### src/sv/blr_pkg.sv
// shared types and constants of the line rasterizer
// no dependencies; used by every module of the block
package blr_pkg;

    localparam int COORD_BITS  = 6;               // internal coordinate width, 3 to 6
    localparam int FIELD_W     = 6;               // fixed port width of coordinates
    localparam int INC_S_W     = COORD_BITS + 2;  // 2*minor
    localparam int DEC_W       = COORD_BITS + 3;  // signed decision term
    localparam int QUEUE_DEPTH = 2;
    localparam int QPTR_W      = $clog2(QUEUE_DEPTH);
    localparam int QCNT_W      = $clog2(QUEUE_DEPTH + 1);

    typedef logic [COORD_BITS-1:0] t_coord;

    // one classified line, ready for the walker
    typedef struct packed {
        t_coord                   x_start;
        t_coord                   y_start;
        logic                     x_dir_neg;
        logic                     y_dir_neg;
        logic                     y_major;
        t_coord                   major_len;
        logic [INC_S_W-1:0]       inc_straight;
        logic signed [DEC_W-1:0]  inc_diagonal;
        logic signed [DEC_W-1:0]  decision;
    } t_line;

endpackage

### src/sv/blr_front.sv
// front end: classifies a line request into octant, major axis and increments
// depends on blr_pkg
module blr_front (
    input  logic [blr_pkg::FIELD_W-1:0] i_x_start,
    input  logic [blr_pkg::FIELD_W-1:0] i_y_start,
    input  logic [blr_pkg::FIELD_W-1:0] i_x_end,
    input  logic [blr_pkg::FIELD_W-1:0] i_y_end,
    output blr_pkg::t_line              o_line
);
    import blr_pkg::*;

    t_coord xs, ys, xe, ye;
    t_coord dx, dy, maj, mnr;
    logic   x_neg, y_neg, y_maj;
    logic signed [DEC_W-1:0] mnr2, maj1, maj2;

    always_comb begin
        xs    = i_x_start[COORD_BITS-1:0];
        ys    = i_y_start[COORD_BITS-1:0];
        xe    = i_x_end[COORD_BITS-1:0];
        ye    = i_y_end[COORD_BITS-1:0];
        x_neg = xe < xs;
        y_neg = ye < ys;
        dx    = x_neg ? xs - xe : xe - xs;
        dy    = y_neg ? ys - ye : ye - ys;
        // ties go to the x axis
        y_maj = dy > dx;
        maj   = y_maj ? dy : dx;
        mnr   = y_maj ? dx : dy;
        mnr2  = {2'b00, mnr, 1'b0};
        maj1  = {3'b000, maj};
        maj2  = {2'b00, maj, 1'b0};

        o_line.x_start      = xs;
        o_line.y_start      = ys;
        o_line.x_dir_neg    = x_neg;
        o_line.y_dir_neg    = y_neg;
        o_line.y_major      = y_maj;
        o_line.major_len    = maj;
        o_line.inc_straight = {1'b0, mnr, 1'b0};
        o_line.inc_diagonal = mnr2 - maj2;
        o_line.decision     = mnr2 - maj1;
    end

endmodule

### src/sv/blr_queue.sv
// short queue of classified lines between front end and walker
// depends on blr_pkg
module blr_queue (
    input  logic           i_clk,
    input  logic           i_rst_n,
    input  logic           i_push,
    input  blr_pkg::t_line i_line,
    output logic           o_full,
    input  logic           i_pop,
    output blr_pkg::t_line o_line,
    output logic           o_empty
);
    import blr_pkg::*;

    t_line             r_mem [QUEUE_DEPTH];
    logic [QPTR_W-1:0] r_wp, n_wp, r_rp, n_rp;
    logic [QCNT_W-1:0] r_cnt, n_cnt;
    logic              wr, rd;

    assign o_full  = r_cnt == QCNT_W'(QUEUE_DEPTH);
    assign o_empty = r_cnt == '0;
    assign o_line  = r_mem[r_rp];
    assign wr      = i_push && !o_full;
    assign rd      = i_pop && !o_empty;

    function automatic logic [QPTR_W-1:0] ptr_inc(input logic [QPTR_W-1:0] p);
        ptr_inc = (p == QPTR_W'(QUEUE_DEPTH - 1)) ? '0 : p + 1'b1;
    endfunction

    always_comb begin
        n_wp  = wr ? ptr_inc(r_wp) : r_wp;
        n_rp  = rd ? ptr_inc(r_rp) : r_rp;
        n_cnt = r_cnt;
        if (wr && !rd) begin
            n_cnt = r_cnt + 1'b1;
        end else if (rd && !wr) begin
            n_cnt = r_cnt - 1'b1;
        end
    end

    always_ff @(posedge i_clk) begin
        if (!i_rst_n) begin
            r_wp  <= '0;
            r_rp  <= '0;
            r_cnt <= '0;
        end else begin
            r_wp  <= n_wp;
            r_rp  <= n_rp;
            r_cnt <= n_cnt;
        end
    end

    always_ff @(posedge i_clk) begin
        if (wr) begin
            r_mem[r_wp] <= i_line;
        end
    end

endmodule

### src/sv/blr_back.sv
// back end: walks one line a pixel per cycle, while the output word is free or popped, into a one-word output register
// depends on blr_pkg
module blr_back (
    input  logic                        i_clk,
    input  logic                        i_rst_n,
    input  blr_pkg::t_line              i_line,
    input  logic                        i_line_empty,
    output logic                        o_line_pop,
    output logic [blr_pkg::FIELD_W-1:0] o_point_x,
    output logic [blr_pkg::FIELD_W-1:0] o_point_y,
    output logic                        o_last_point,
    output logic                        o_empty,
    input  logic                        i_pop
);
    import blr_pkg::*;

    logic                    r_busy;
    t_coord                  r_cur_x, r_cur_y, r_steps;
    logic signed [DEC_W-1:0] r_dec;
    logic [INC_S_W-1:0]      r_inc_s;
    logic signed [DEC_W-1:0] r_inc_d;
    logic                    r_x_neg, r_y_neg, r_y_major;
    logic                    r_out_vld;
    t_coord                  r_out_x, r_out_y;
    logic                    r_out_last;

    logic   pop_ok, adv, load, last, diag;
    t_coord step_x, step_y;

    assign pop_ok     = i_pop && r_out_vld;
    assign adv        = r_busy && (!r_out_vld || pop_ok);
    assign load       = !r_busy && !i_line_empty;
    assign o_line_pop = load;
    assign last       = r_steps == '0;
    assign diag       = !r_dec[DEC_W-1];

    always_comb begin
        step_x = r_x_neg ? r_cur_x - 1'b1 : r_cur_x + 1'b1;
        step_y = r_y_neg ? r_cur_y - 1'b1 : r_cur_y + 1'b1;
    end

    always_ff @(posedge i_clk) begin
        if (!i_rst_n) begin
            r_busy    <= 1'b0;
            r_out_vld <= 1'b0;
        end else begin
            if (load) begin
                r_busy <= 1'b1;
            end else if (adv && last) begin
                r_busy <= 1'b0;
            end
            if (adv) begin
                r_out_vld <= 1'b1;
            end else if (pop_ok) begin
                r_out_vld <= 1'b0;
            end
        end
    end

    always_ff @(posedge i_clk) begin
        if (load) begin
            r_cur_x   <= i_line.x_start;
            r_cur_y   <= i_line.y_start;
            r_steps   <= i_line.major_len;
            r_dec     <= i_line.decision;
            r_inc_s   <= i_line.inc_straight;
            r_inc_d   <= i_line.inc_diagonal;
            r_x_neg   <= i_line.x_dir_neg;
            r_y_neg   <= i_line.y_dir_neg;
            r_y_major <= i_line.y_major;
        end else if (adv && !last) begin
            // major axis always steps, minor axis only on a diagonal step
            if (r_y_major || diag) begin
                r_cur_y <= step_y;
            end
            if (!r_y_major || diag) begin
                r_cur_x <= step_x;
            end
            r_dec   <= diag ? r_dec + r_inc_d : r_dec + $signed({1'b0, r_inc_s});
            r_steps <= r_steps - 1'b1;
        end
        if (adv) begin
            r_out_x    <= r_cur_x;
            r_out_y    <= r_cur_y;
            r_out_last <= last;
        end
    end

    assign o_point_x    = FIELD_W'(r_out_x);
    assign o_point_y    = FIELD_W'(r_out_y);
    assign o_last_point = r_out_last;
    assign o_empty      = !r_out_vld;

endmodule

### src/sv/bresenham_line_rasterizer.sv
// top level of the bresenham line rasterizer, all eight octants
// depends on blr_pkg, blr_front, blr_queue and blr_back
//
// usage:
//   input side is a queue: drive x_start/y_start/x_end/y_end and push; a word
//   is taken on a clock edge with push high and full low.
//   result side is a queue: while empty is low the oldest pixel sits on
//   point_x/point_y/last_point; pop on a clock edge with empty low takes it.
//   a line emits major_len + 1 pixels from start to end, last_point marks
//   the final one; equal end points give a single pixel.
// timing:
//   the front end classifies in the push cycle and writes a two-word queue.
//   the walker loads a line, then emits one pixel per cycle while the
//   output word is free or taken; the walker's single step/decision
//   update loop sets that rate. with an idle walker a pushed line passes
//   the queue entry, the walker registers and the output word in turn.
// reset: synchronous, active low; clears both queues and the walker.
// stalls: with pop low the output word holds and the walker waits; the
//   queue keeps taking lines until both entries are occupied.
module bresenham_line_rasterizer (
    input  logic                        i_clk,
    input  logic                        i_rst_n,
    input  logic                        push,
    output logic                        full,
    input  logic [blr_pkg::FIELD_W-1:0] i_x_start,
    input  logic [blr_pkg::FIELD_W-1:0] i_y_start,
    input  logic [blr_pkg::FIELD_W-1:0] i_x_end,
    input  logic [blr_pkg::FIELD_W-1:0] i_y_end,
    output logic                        empty,
    input  logic                        pop,
    output logic [blr_pkg::FIELD_W-1:0] o_point_x,
    output logic [blr_pkg::FIELD_W-1:0] o_point_y,
    output logic                        o_last_point
);
    import blr_pkg::*;

    t_line front_line, queue_line;
    logic  queue_empty, queue_pop;

    blr_front u_front (
        .i_x_start (i_x_start),
        .i_y_start (i_y_start),
        .i_x_end   (i_x_end),
        .i_y_end   (i_y_end),
        .o_line    (front_line)
    );

    blr_queue u_queue (
        .i_clk   (i_clk),
        .i_rst_n (i_rst_n),
        .i_push  (push),
        .i_line  (front_line),
        .o_full  (full),
        .i_pop   (queue_pop),
        .o_line  (queue_line),
        .o_empty (queue_empty)
    );

    blr_back u_back (
        .i_clk        (i_clk),
        .i_rst_n      (i_rst_n),
        .i_line       (queue_line),
        .i_line_empty (queue_empty),
        .o_line_pop   (queue_pop),
        .o_point_x    (o_point_x),
        .o_point_y    (o_point_y),
        .o_last_point (o_last_point),
        .o_empty      (empty),
        .i_pop        (pop)
    );

endmodule

### config.mk
export PLATFORM = sky130hd
export DESIGN_NAME = bresenham_line_rasterizer
export DESIGN_NICKNAME = d
export VERILOG_FILES = /design/src/sv/blr_pkg.sv /design/src/sv/blr_front.sv /design/src/sv/blr_queue.sv /design/src/sv/blr_back.sv /design/src/sv/bresenham_line_rasterizer.sv
export SDC_FILE = /design/constraint.sdc
export NUM_CORES = 1
export LEC_CHECK = 0
export BUFFER_PORTS_ARGS = -buffer_cell sky130_fd_sc_hd__clkbuf_2
export CORE_MARGIN = 2
export CORE_UTILIZATION = 58
export DETAILED_ROUTE_END_ITERATION = 8
export PLACE_DENSITY = 0.77
export SYNTH_ARGS = -nofsm -noshare
export SYNTH_HDL_FRONTEND = slang
export SYNTH_SLANG_ARGS = --single-unit
### constraint.sdc
create_clock -name i_clk -period 5.19 [get_ports i_clk]
set_input_delay 0.519 -clock i_clk [delete_from_list [all_inputs] [get_ports i_clk]]
set_output_delay 0.519 -clock i_clk [all_outputs]
set_load 0.01 [all_outputs]
==> impl_metrics.prom, run 1 <==
# TYPE chip_impl_metric gauge
chip_impl_info{name="cts_root_buffer",value="sky130_fd_sc_hd__clkbuf_16"} 1
chip_impl_metric{name="first_pass_iters",unit=""} 5
chip_impl_metric{name="die_width",unit="um"} 120
chip_impl_metric{name="setup-violations-final",unit=""} 0
chip_impl_metric{name="finClkSkew",unit="ps"} 6.82
chip_impl_metric{name="detailed_place_hpwl",unit="um"} 11100
chip_impl_metric{name="max_cap_violations",unit=""} 0
chip_impl_info{name="worst-setup-path-type",value="input pin to flip-flop"} 1
chip_impl_info{name="synth.top_cells.by_count",value="sky130_fd_sc_hd__edfxtp_1, sky130_fd_sc_hd__inv_1, sky130_fd_sc_hd__ha_1, sky130_fd_sc_hd__a21oi_1, sky130_fd_sc_hd__xnor2_1"} 1
chip_impl_metric{name="drcViolationCount",unit=""} 0
chip_impl_metric{name="die_y",unit="um"} 120
chip_impl_metric{name="fmax",unit="MHz"} 207
chip_impl_metric{name="wire_length_of_the_first_global_routing_pass",unit="um"} 26100
chip_impl_metric{name="critical_path_required",unit="ps"} 5330
chip_impl_metric{name="groute.usage.overall",unit="%"} 23.8
chip_impl_info{name="rsz0062_at_grt",value="no"} 1
chip_impl_metric{name="initial_core_utilization",unit="%"} 59.0
chip_impl_metric{name="power_density",unit="nW/um^2"} 711
chip_impl_metric{name="clock_tree.htree_level_count",unit=""} 4
chip_impl_metric{name="gp_congestion",unit=""} 0.999
chip_impl_metric{name="synth-seq-cells",unit=""} 144
chip_impl_metric{name="post-place-ws",unit="ps"} 30.7
chip_impl_metric{name="maximum_fanout_encountered_on_the_critical_timing_path",unit=""} 7
chip_impl_metric{name="placeableCoreArea",unit="sq um"} 13200
chip_impl_metric{name="reg2reg_slack",unit="ps"} 2200
chip_impl_metric{name="postSynthAreaPerCell",unit="sq um"} 12.2
chip_impl_metric{name="timing.setup.tns",unit="ps"} 0
chip_impl_metric{name="vdd_ir_drop_max",unit="mV"} 0.374
chip_impl_metric{name="drt-total-wl",unit="um"} 15700
chip_impl_metric{name="layout-area-overhead-vs-synth",unit="%"} 14.0
chip_impl_metric{name="summed_instance_area_of_the_synthesized_netlist",unit="sq um"} 7790
chip_impl_metric{name="clk_transition_reported_paths",unit="ps"} 60
chip_impl_info{name="crit-reg2reg-launch",value="u_back.r_busy$_SDFFE_PN0P_"} 1
chip_impl_info{name="status",value="finished, final reports clean"} 1
chip_impl_metric{name="instances_no_fill",unit=""} 882
chip_impl_metric{name="yosysSeqAreaShare",unit="%"} 54.6
chip_impl_metric{name="avgViaCountPerCell",unit=""} 5.77
chip_impl_metric{name="antenna_cells_inserted",unit=""} 0
chip_impl_metric{name="via_count",unit=""} 5092
chip_impl_metric{name="placementRows",unit=""} 42
chip_impl_info{name="synth.top_cells.by_area",value="sky130_fd_sc_hd__edfxtp_1, sky130_fd_sc_hd__ha_1, sky130_fd_sc_hd__inv_1"} 1
chip_impl_metric{name="post-route-min-period",unit="ps"} 4840
chip_impl_metric{name="nets",unit=""} 777
chip_impl_metric{name="finalCoreUtilization",unit="%"} 67.3
chip_impl_metric{name="boundaryPins",unit=""} 43
chip_impl_metric{name="drt.antenna.violating_nets",unit=""} 0
chip_impl_metric{name="grt_pass1_vias",unit=""} 5241
chip_impl_metric{name="synthCells",unit=""} 636
chip_impl_metric{name="layout_worst_path_cycle_share",unit="%"} 93.2
chip_impl_metric{name="post_synth_num_cell_types",unit=""} 63
chip_impl_metric{name="hold_viol",unit=""} 0
chip_impl_info{name="cp-startpoint",value="i_x_start[1]"} 1
chip_impl_metric{name="clk_latency",unit="ps"} 410
chip_impl_info{name="setup.worst_path.end_class",value="flip-flop"} 1
chip_impl_metric{name="final-max-slew-violation-count",unit=""} 0
chip_impl_metric{name="yosysWarnings",unit=""} 0
chip_impl_metric{name="cellLeakagePower",unit="nW"} 3.60
chip_impl_info{name="dominantRegCellSynth",value="sky130_fd_sc_hd__edfxtp_1"} 1
chip_impl_metric{name="post_route_cells_drive_above_1_share",unit="%"} 18.8
chip_impl_metric{name="die_area",unit="sq um"} 14400
chip_impl_metric{name="finalPower",unit="mW"} 6.31
chip_impl_metric{name="finish.instance_area",unit="sq um"} 8880
chip_impl_metric{name="pin_count_of_the_biggest_net_entering_global_routing",unit=""} 53
chip_impl_metric{name="overflow",unit=""} 0
chip_impl_metric{name="synth-async-reset-ratio",unit="%"} 0
chip_impl_metric{name="routed_wire_length_per_instance",unit="um"} 17.8
chip_impl_metric{name="cts_inserted_buffers",unit=""} 17
chip_impl_info{name="synth_largest_area_cell",value="sky130_fd_sc_hd__edfxtp_1"} 1
chip_impl_info{name="min_from",value="i_y_start[5]"} 1
chip_impl_info{name="tritoncts_clock_tree",value="yes"} 1
chip_impl_metric{name="worst-slew-pin-transition",unit="ps"} 1050
chip_impl_metric{name="synth_edf_count",unit=""} 137
chip_impl_metric{name="slew_headroom",unit="%"} 29.8
chip_impl_info{name="hold_class",value="input pin to flip-flop"} 1
chip_impl_metric{name="layout_setup_ws",unit="ps"} 354
chip_impl_metric{name="postPlaceCellArea",unit="sq um"} 8250
chip_impl_metric{name="hold_ws",unit="ps"} 318
chip_impl_metric{name="grt_antenna_before_repair",unit=""} 0
chip_impl_metric{name="dp_cells",unit=""} 850
chip_impl_metric{name="cts.sink_count",unit=""} 144
chip_impl_metric{name="syn-num-nets",unit=""} 720
chip_impl_metric{name="clock_path_buffers",unit=""} 2
chip_impl_info{name="synth.most_common_cell",value="sky130_fd_sc_hd__edfxtp_1"} 1
chip_impl_info{name="worst_setup_path_start_kind",value="input pin"} 1
chip_impl_metric{name="detailedRoute.firstIterationViolations",unit=""} 331
chip_impl_metric{name="buffer_ports.inserted",unit=""} 42
chip_impl_metric{name="synth_largest_type_area_fraction",unit="%"} 52.8
chip_impl_metric{name="arrival",unit="ps"} 4980
## final cells by class
type	count	area (sq um)
well taps	176	220
fillers	954	4310
clock buffers	23	553
repair buffers	54	300
inverters	74	278
multi-input cells	402	3210
flip-flops and latches	144	4260
clock inverters	9	58.8
## power breakdown
| group | switching [mW] | internal [mW] |
|---|---|---|
| clock network | 0.466 | 0.753 |
| logic | 1.67 | 1.19 |
| registers | 0.182 | 2.05 |
## kinds of logic after synthesis
family | count (synthesis) | share of synthesized area [%]
flip-flops | 144 | 54.6
adder cells (fa/ha/maj) | 57 | 9.82
AO/OA/AOI/OAI | 139 | 11.9
buffers and inverters | 90 | 4.55
AND/OR/NAND/NOR | 126 | 8.93
XOR/XNOR | 38 | 4.27
multiplexers | 42 | 5.86
## timing repair
item                                    4_1_cts  5_1_grt
gates resized for setup                       0        1
hold buffers                                  0        0
buffers inserted                              0        0
endpoints found under the setup margin        0        4
## placed cells by master (no fill, tap or decap), types with 9 or more instances in the layout
master                      synthesis  routed
sky130_fd_sc_hd__ha_1              49      49
sky130_fd_sc_hd__xnor2_1           29      29
sky130_fd_sc_hd__nor3_1             9       9
sky130_fd_sc_hd__buf_4              0      12
sky130_fd_sc_hd__mux2_2            22      22
sky130_fd_sc_hd__inv_1             69      69
sky130_fd_sc_hd__clkbuf_2           0      42
sky130_fd_sc_hd__xor2_1             9       9
sky130_fd_sc_hd__mux2i_1           18      18
sky130_fd_sc_hd__nor2b_1           18      18
sky130_fd_sc_hd__edfxtp_1         137     137
sky130_fd_sc_hd__a21o_1            14      14
sky130_fd_sc_hd__clkbuf_16          0      21
sky130_fd_sc_hd__a211oi_1          13      13
sky130_fd_sc_hd__nand2_1           21      21
sky130_fd_sc_hd__nand3_1           13      13
sky130_fd_sc_hd__nor2_1            22      21
sky130_fd_sc_hd__a21oi_1           40      40
sky130_fd_sc_hd__and2_1             9       9
sky130_fd_sc_hd__o21ai_0           21      21
## sequential cells by signal, summed over array words and instances (netlist names), named ones only
name	count
u_back.r_y_major	1
u_back.r_inc_d	7
u_back.r_steps	6
u_queue.r_rp	1
u_back.o_point_y	6
u_back.r_y_neg	1
u_back.r_inc_s	6
u_back.r_cur_y	6
u_queue.r_mem	82
u_back.r_dec	8
u_queue.r_wp	1
u_back.r_cur_x	6
u_back.o_point_x	6
u_back.r_out_vld	1
u_queue.r_cnt	2
u_back.r_x_neg	1
u_back.o_last_point	1
u_back.r_busy	1
## routing by layer
layer | global-route usage, % | vias up | wire, um
met3 | 5.85 | 32 | 778
li1 | - | 2431 | -
met2 | 40.0 | 153 | 7760
met5 | 0 | - | 0
met4 | 8.97 | 0 | 380
met1 | 30.0 | 2476 | 6800
## path summary, 6_finish.rpt
path | depth (start not counted) | end
worst max-delay path | 19 | u_queue.r_mem[0][5]$_DFFE_PP_
worst min-delay path | 1 | u_queue.r_mem[0][38]$_DFFE_PP_
worst max register to register | 6 | u_back.r_cur_y[2]$_DFFE_PP_
worst min register to register | 0 | u_back.o_point_y[4]$_DFFE_PP_
## worst max-delay path: stages
cell and delay (ps):
sky130_fd_sc_hd__clkbuf_2 190, sky130_fd_sc_hd__inv_1 110, sky130_fd_sc_hd__fa_1 460, sky130_fd_sc_hd__a21o_1 200, sky130_fd_sc_hd__a21oi_1 260, sky130_fd_sc_hd__nand2b_1 140
sky130_fd_sc_hd__a21boi_0 70, sky130_fd_sc_hd__or2_1 270, sky130_fd_sc_hd__ha_1 470, sky130_fd_sc_hd__nand4_1 230, sky130_fd_sc_hd__a21oi_1 290, sky130_fd_sc_hd__o32ai_4 150
sky130_fd_sc_hd__inv_2 150, sky130_fd_sc_hd__mux2i_2 410, sky130_fd_sc_hd__inv_2 80, sky130_fd_sc_hd__maj3_2 340, sky130_fd_sc_hd__a221oi_2 350, sky130_fd_sc_hd__nor3_2 110
sky130_fd_sc_hd__xor2_1 170
(Power assumes the default switching activity.)
==> inputs of run 2 (changes only) <==
==> constraint.sdc (replaced) <==
create_clock -name i_clk -period 5.19 [get_ports i_clk]
set_input_delay 1.038 -clock i_clk [delete_from_list [all_inputs] [get_ports i_clk]]
set_output_delay 1.038 -clock i_clk [all_outputs]
set_load 0.01 [all_outputs]
==> run 2 against run 1 <==
Power increased by 2.5%. Via count increased by 1.7%. Combinational power increased by 6%. Sequential power about the same. Wire length increased by 0.11%. Clock power about the same. Flip-flop and latch count unchanged. Final cell count increased by 5.9%. Sequential share of layout area decreased by 2.1 points. Critical path type unchanged. Clock-buffer cell count decreased by 6. Hold slack improved by 150 ps. Non-clock buffer count increased by 52.
==> impl_metrics.prom, run 2 (synthesis gave the netlist of run 1 again) <==
# TYPE chip_impl_metric gauge
chip_impl_info{name="status",value="finished, final reports clean"} 1
chip_impl_metric{name="crit_buf_inv",unit=""} 4
chip_impl_info{name="max_flop_register",value="u_queue.r_mem"} 1
chip_impl_metric{name="final-max-slew-violation-count",unit=""} 0
chip_impl_metric{name="fraction_of_power_consumed_by_the_clock_network",unit="%"} 18.4
chip_impl_metric{name="routed_wire_length_per_instance",unit="um"} 16.8
chip_impl_info{name="largest_registers",value="u_queue.r_mem: 82 flops, u_back.r_dec: 8 flops, u_back.r_inc_d: 7 flops"} 1
chip_impl_metric{name="finClkSkew",unit="ps"} 7.46
chip_impl_metric{name="clk_latency",unit="ps"} 420
chip_impl_metric{name="layout-area-overhead-vs-synth",unit="%"} 19.1
chip_impl_metric{name="layout_worst_path_cycle_share",unit="%"} 95.4
chip_impl_metric{name="fmax",unit="MHz"} 202
chip_impl_metric{name="net-switching-power",unit="mW"} 2.35
chip_impl_metric{name="worst-slew-pin-transition",unit="ps"} 1050
chip_impl_metric{name="postCtsSetupRepairBufs",unit=""} 0
chip_impl_info{name="setup.worst_path.end_class",value="flip-flop"} 1
chip_impl_metric{name="timing.setup.tns",unit="ps"} 0
chip_impl_metric{name="power_density",unit="nW/um^2"} 698
chip_impl_metric{name="via_count",unit=""} 5181
chip_impl_info{name="min_from",value="u_back.r_cur_y[4]$_DFFE_PP_"} 1
chip_impl_info{name="rsz0062_at_grt",value="no"} 1
chip_impl_metric{name="nets",unit=""} 829
chip_impl_info{name="final_cell_mix",value="sky130_fd_sc_hd__edfxtp_1, sky130_fd_sc_hd__inv_1, sky130_fd_sc_hd__buf_4"} 1
chip_impl_metric{name="pin_count_of_the_biggest_net_entering_global_routing",unit=""} 53
chip_impl_metric{name="post_route_cells_drive_above_1_share",unit="%"} 25.3
chip_impl_metric{name="die_y",unit="um"} 120
chip_impl_metric{name="post-route-min-period",unit="ps"} 4950
chip_impl_info{name="worst_setup_path_start_kind",value="input pin"} 1
chip_impl_metric{name="finalPower",unit="mW"} 6.47
chip_impl_metric{name="initial_core_utilization",unit="%"} 59.0
chip_impl_metric{name="pwr-share-comb",unit="%"} 47.0
chip_impl_metric{name="power_switching_share",unit="%"} 36.2
chip_impl_metric{name="avgViaCountPerCell",unit=""} 5.55
chip_impl_metric{name="clk_transition_reported_paths",unit="ps"} 60
chip_impl_metric{name="largest_register_ffs",unit=""} 82
chip_impl_metric{name="drt.antenna.violating_nets",unit=""} 0
chip_impl_metric{name="detailed_place_hpwl",unit="um"} 11200
chip_impl_metric{name="clock_tree.htree_level_count",unit=""} 4
chip_impl_metric{name="cell_internal_pwr",unit="mW"} 4.12
chip_impl_metric{name="drt-total-wl",unit="um"} 15700
chip_impl_metric{name="clock_path_buffers",unit=""} 2
chip_impl_metric{name="hold_viol",unit=""} 0
chip_impl_metric{name="rr_worst_depth",unit=""} 6
chip_impl_metric{name="worstHoldPathCells",unit=""} 0
chip_impl_info{name="hold_class",value="flip-flop to flip-flop"} 1
chip_impl_metric{name="drcViolationCount",unit=""} 0
chip_impl_info{name="critical_path.slowest_cell",value="sky130_fd_sc_hd__fa_1"} 1
chip_impl_metric{name="first_pass_iters",unit=""} 5
chip_impl_metric{name="seqPwrFrac",unit="%"} 34.6
chip_impl_info{name="cts_root_buffer",value="sky130_fd_sc_hd__clkbuf_16"} 1
chip_impl_metric{name="die_width",unit="um"} 120
chip_impl_metric{name="groute.usage.overall",unit="%"} 23.1
chip_impl_metric{name="grt_pass1_vias",unit=""} 5252
chip_impl_metric{name="arrival",unit="ps"} 5100
chip_impl_metric{name="overflow",unit=""} 0
chip_impl_metric{name="buffer_ports.inserted",unit=""} 42
chip_impl_metric{name="gp_congestion",unit=""} 0.869
chip_impl_metric{name="die_area",unit="sq um"} 14400
chip_impl_info{name="worst_path_cell_chain",value="clkbuf_2 -> inv_1 -> ha_1 -> inv_1 -> fa_1 -> a21o_1 -> and4_1 -> nor2_4 -> a21oi_1 -> o32ai_2 -> xor2_1 -> ha_1 -> a21boi_1 -> o32ai_2 -> buf_4 -> mux2_4 -> a21oi_2 -> nor2_1 -> ha_1 -> a311oi_2 -> a221o_1 -> a21boi_1 -> xnor2_1"} 1
chip_impl_info{name="worst-setup-path-type",value="input pin to flip-flop"} 1
chip_impl_metric{name="postPlaceCellArea",unit="sq um"} 8660
chip_impl_metric{name="finish.instance_area",unit="sq um"} 9270
chip_impl_metric{name="finalCoreUtilization",unit="%"} 70.3
chip_impl_metric{name="cts.sink_count",unit=""} 144
chip_impl_info{name="r2r_end",value="u_back.r_cur_x[4]$_DFFE_PP_"} 1
chip_impl_info{name="crit_path_frequent_cell",value="sky130_fd_sc_hd__ha_1"} 1
chip_impl_metric{name="critical_path_required",unit="ps"} 5340
chip_impl_metric{name="antenna_cells_inserted",unit=""} 0
chip_impl_info{name="cp-startpoint",value="i_x_end[0]"} 1
chip_impl_metric{name="placementRows",unit=""} 42
chip_impl_metric{name="boundaryPins",unit=""} 43
chip_impl_info{name="critical_path.top_delay_family",value="compound AO/OA/AOI/OAI gates"} 1
chip_impl_metric{name="grt_antenna_before_repair",unit=""} 0
chip_impl_info{name="most_common_library_cell_in_the_layout_ignoring_fill_and_taps",value="sky130_fd_sc_hd__edfxtp_1"} 1
chip_impl_metric{name="timing.critical_path.slowest_cell_delay",unit="ps"} 400
chip_impl_info{name="tritoncts_clock_tree",value="yes"} 1
chip_impl_metric{name="max_cap_violations",unit=""} 0
chip_impl_metric{name="wire_length_of_the_first_global_routing_pass",unit="um"} 25500
chip_impl_info{name="hold_end",value="u_back.o_point_y[4]$_DFFE_PP_"} 1
chip_impl_info{name="crit-reg2reg-launch",value="u_queue.r_cnt[0]$_SDFFE_PN0P_"} 1
chip_impl_metric{name="placeableCoreArea",unit="sq um"} 13200
chip_impl_metric{name="cts_inserted_buffers",unit=""} 17
chip_impl_metric{name="slew_headroom",unit="%"} 29.8
chip_impl_metric{name="vdd_ir_drop_max",unit="mV"} 0.303
chip_impl_metric{name="reg2reg_slack",unit="ps"} 2210
chip_impl_metric{name="detailedRoute.firstIterationViolations",unit=""} 371
chip_impl_metric{name="cellLeakagePower",unit="nW"} 3.82
chip_impl_metric{name="maximum_fanout_encountered_on_the_critical_timing_path",unit=""} 7
chip_impl_metric{name="setup-violations-final",unit=""} 0
run 2: cell types whose count changed in the layout (fill, tap and decap cells not counted), moves of 3 or more:
cell	previous run	this run
sky130_fd_sc_hd__buf_4	12	64
sky130_fd_sc_hd__inv_4	5	0
sky130_fd_sc_hd__clkbuf_16	21	17
sky130_fd_sc_hd__clkinvlp_4	0	3
run 2: cell type report:
class                   instances  area (sq um)
well taps                     176           220
clock buffers                  17           425
flip-flops and latches        144          4260
clock inverters                15           160
inverters                      74           278
multi-input cells             402          3240
fillers                       892          3920
repair buffers                106           691
run 2: per-layer routing:
metal	vias up	share of wire, %	track usage (%)
met1	2509	44	28.2
met3	25	2.8	3.71
met2	117	51	40.8
met4	0	2.2	9.78
li1	2530	-	-
met5	-	0	0
run 2: worst max-delay path by stage:
stage / end / slack, ps / cells after the start
after global routing: u_queue.r_mem[0][4]$_DFFE_PP_ / 2 / 24
after floorplan: u_queue.r_mem[0][4]$_DFFE_PP_ / 30 / 23
final: u_queue.r_mem[0][4]$_DFFE_PP_ / 240 / 23
after global placement: u_queue.r_mem[0][4]$_DFFE_PP_ / -70 / 24
after CTS: u_queue.r_mem[0][4]$_DFFE_PP_ / 180 / 24
after detailed placement: u_queue.r_mem[0][4]$_DFFE_PP_ / -230 / 24
run 2: stage by stage:
stage / hold slack [ps] / instances / setup WS (ps)
final: 463 / 934 / 241
after global routing: 486 / 934 / 1.67
after CTS: 472 / 934 / 182
after detailed placement: 454 / 902 / -231
after global placement: 437 / 902 / -74.8
after floorplan: 431 / 636 / 31.9
run 2: what timing repair did:
action,CTS,global route
resized for setup,0,5
setup endpoints to repair,0,16
hold buffers,0,0
run 2: power groups by stage:
stage	combinational [mW]	clock (mW)	sequential, mW
floorplan	2.13	0	2.19
global placement	2.86	0	2.22
detailed placement	2.97	0	2.26
CTS	3.03	1.21	2.24
global route	3.38	1.25	2.27
finish	3.04	1.19	2.24
run 2: worst reg2reg max path, delay by kind of cell (launching register included):
kind | cells | cell delay, ps
DFF | 1 | 440
AOI/OAI and AO/OA | 3 | 1250
buffers and inverters | 3 | 930
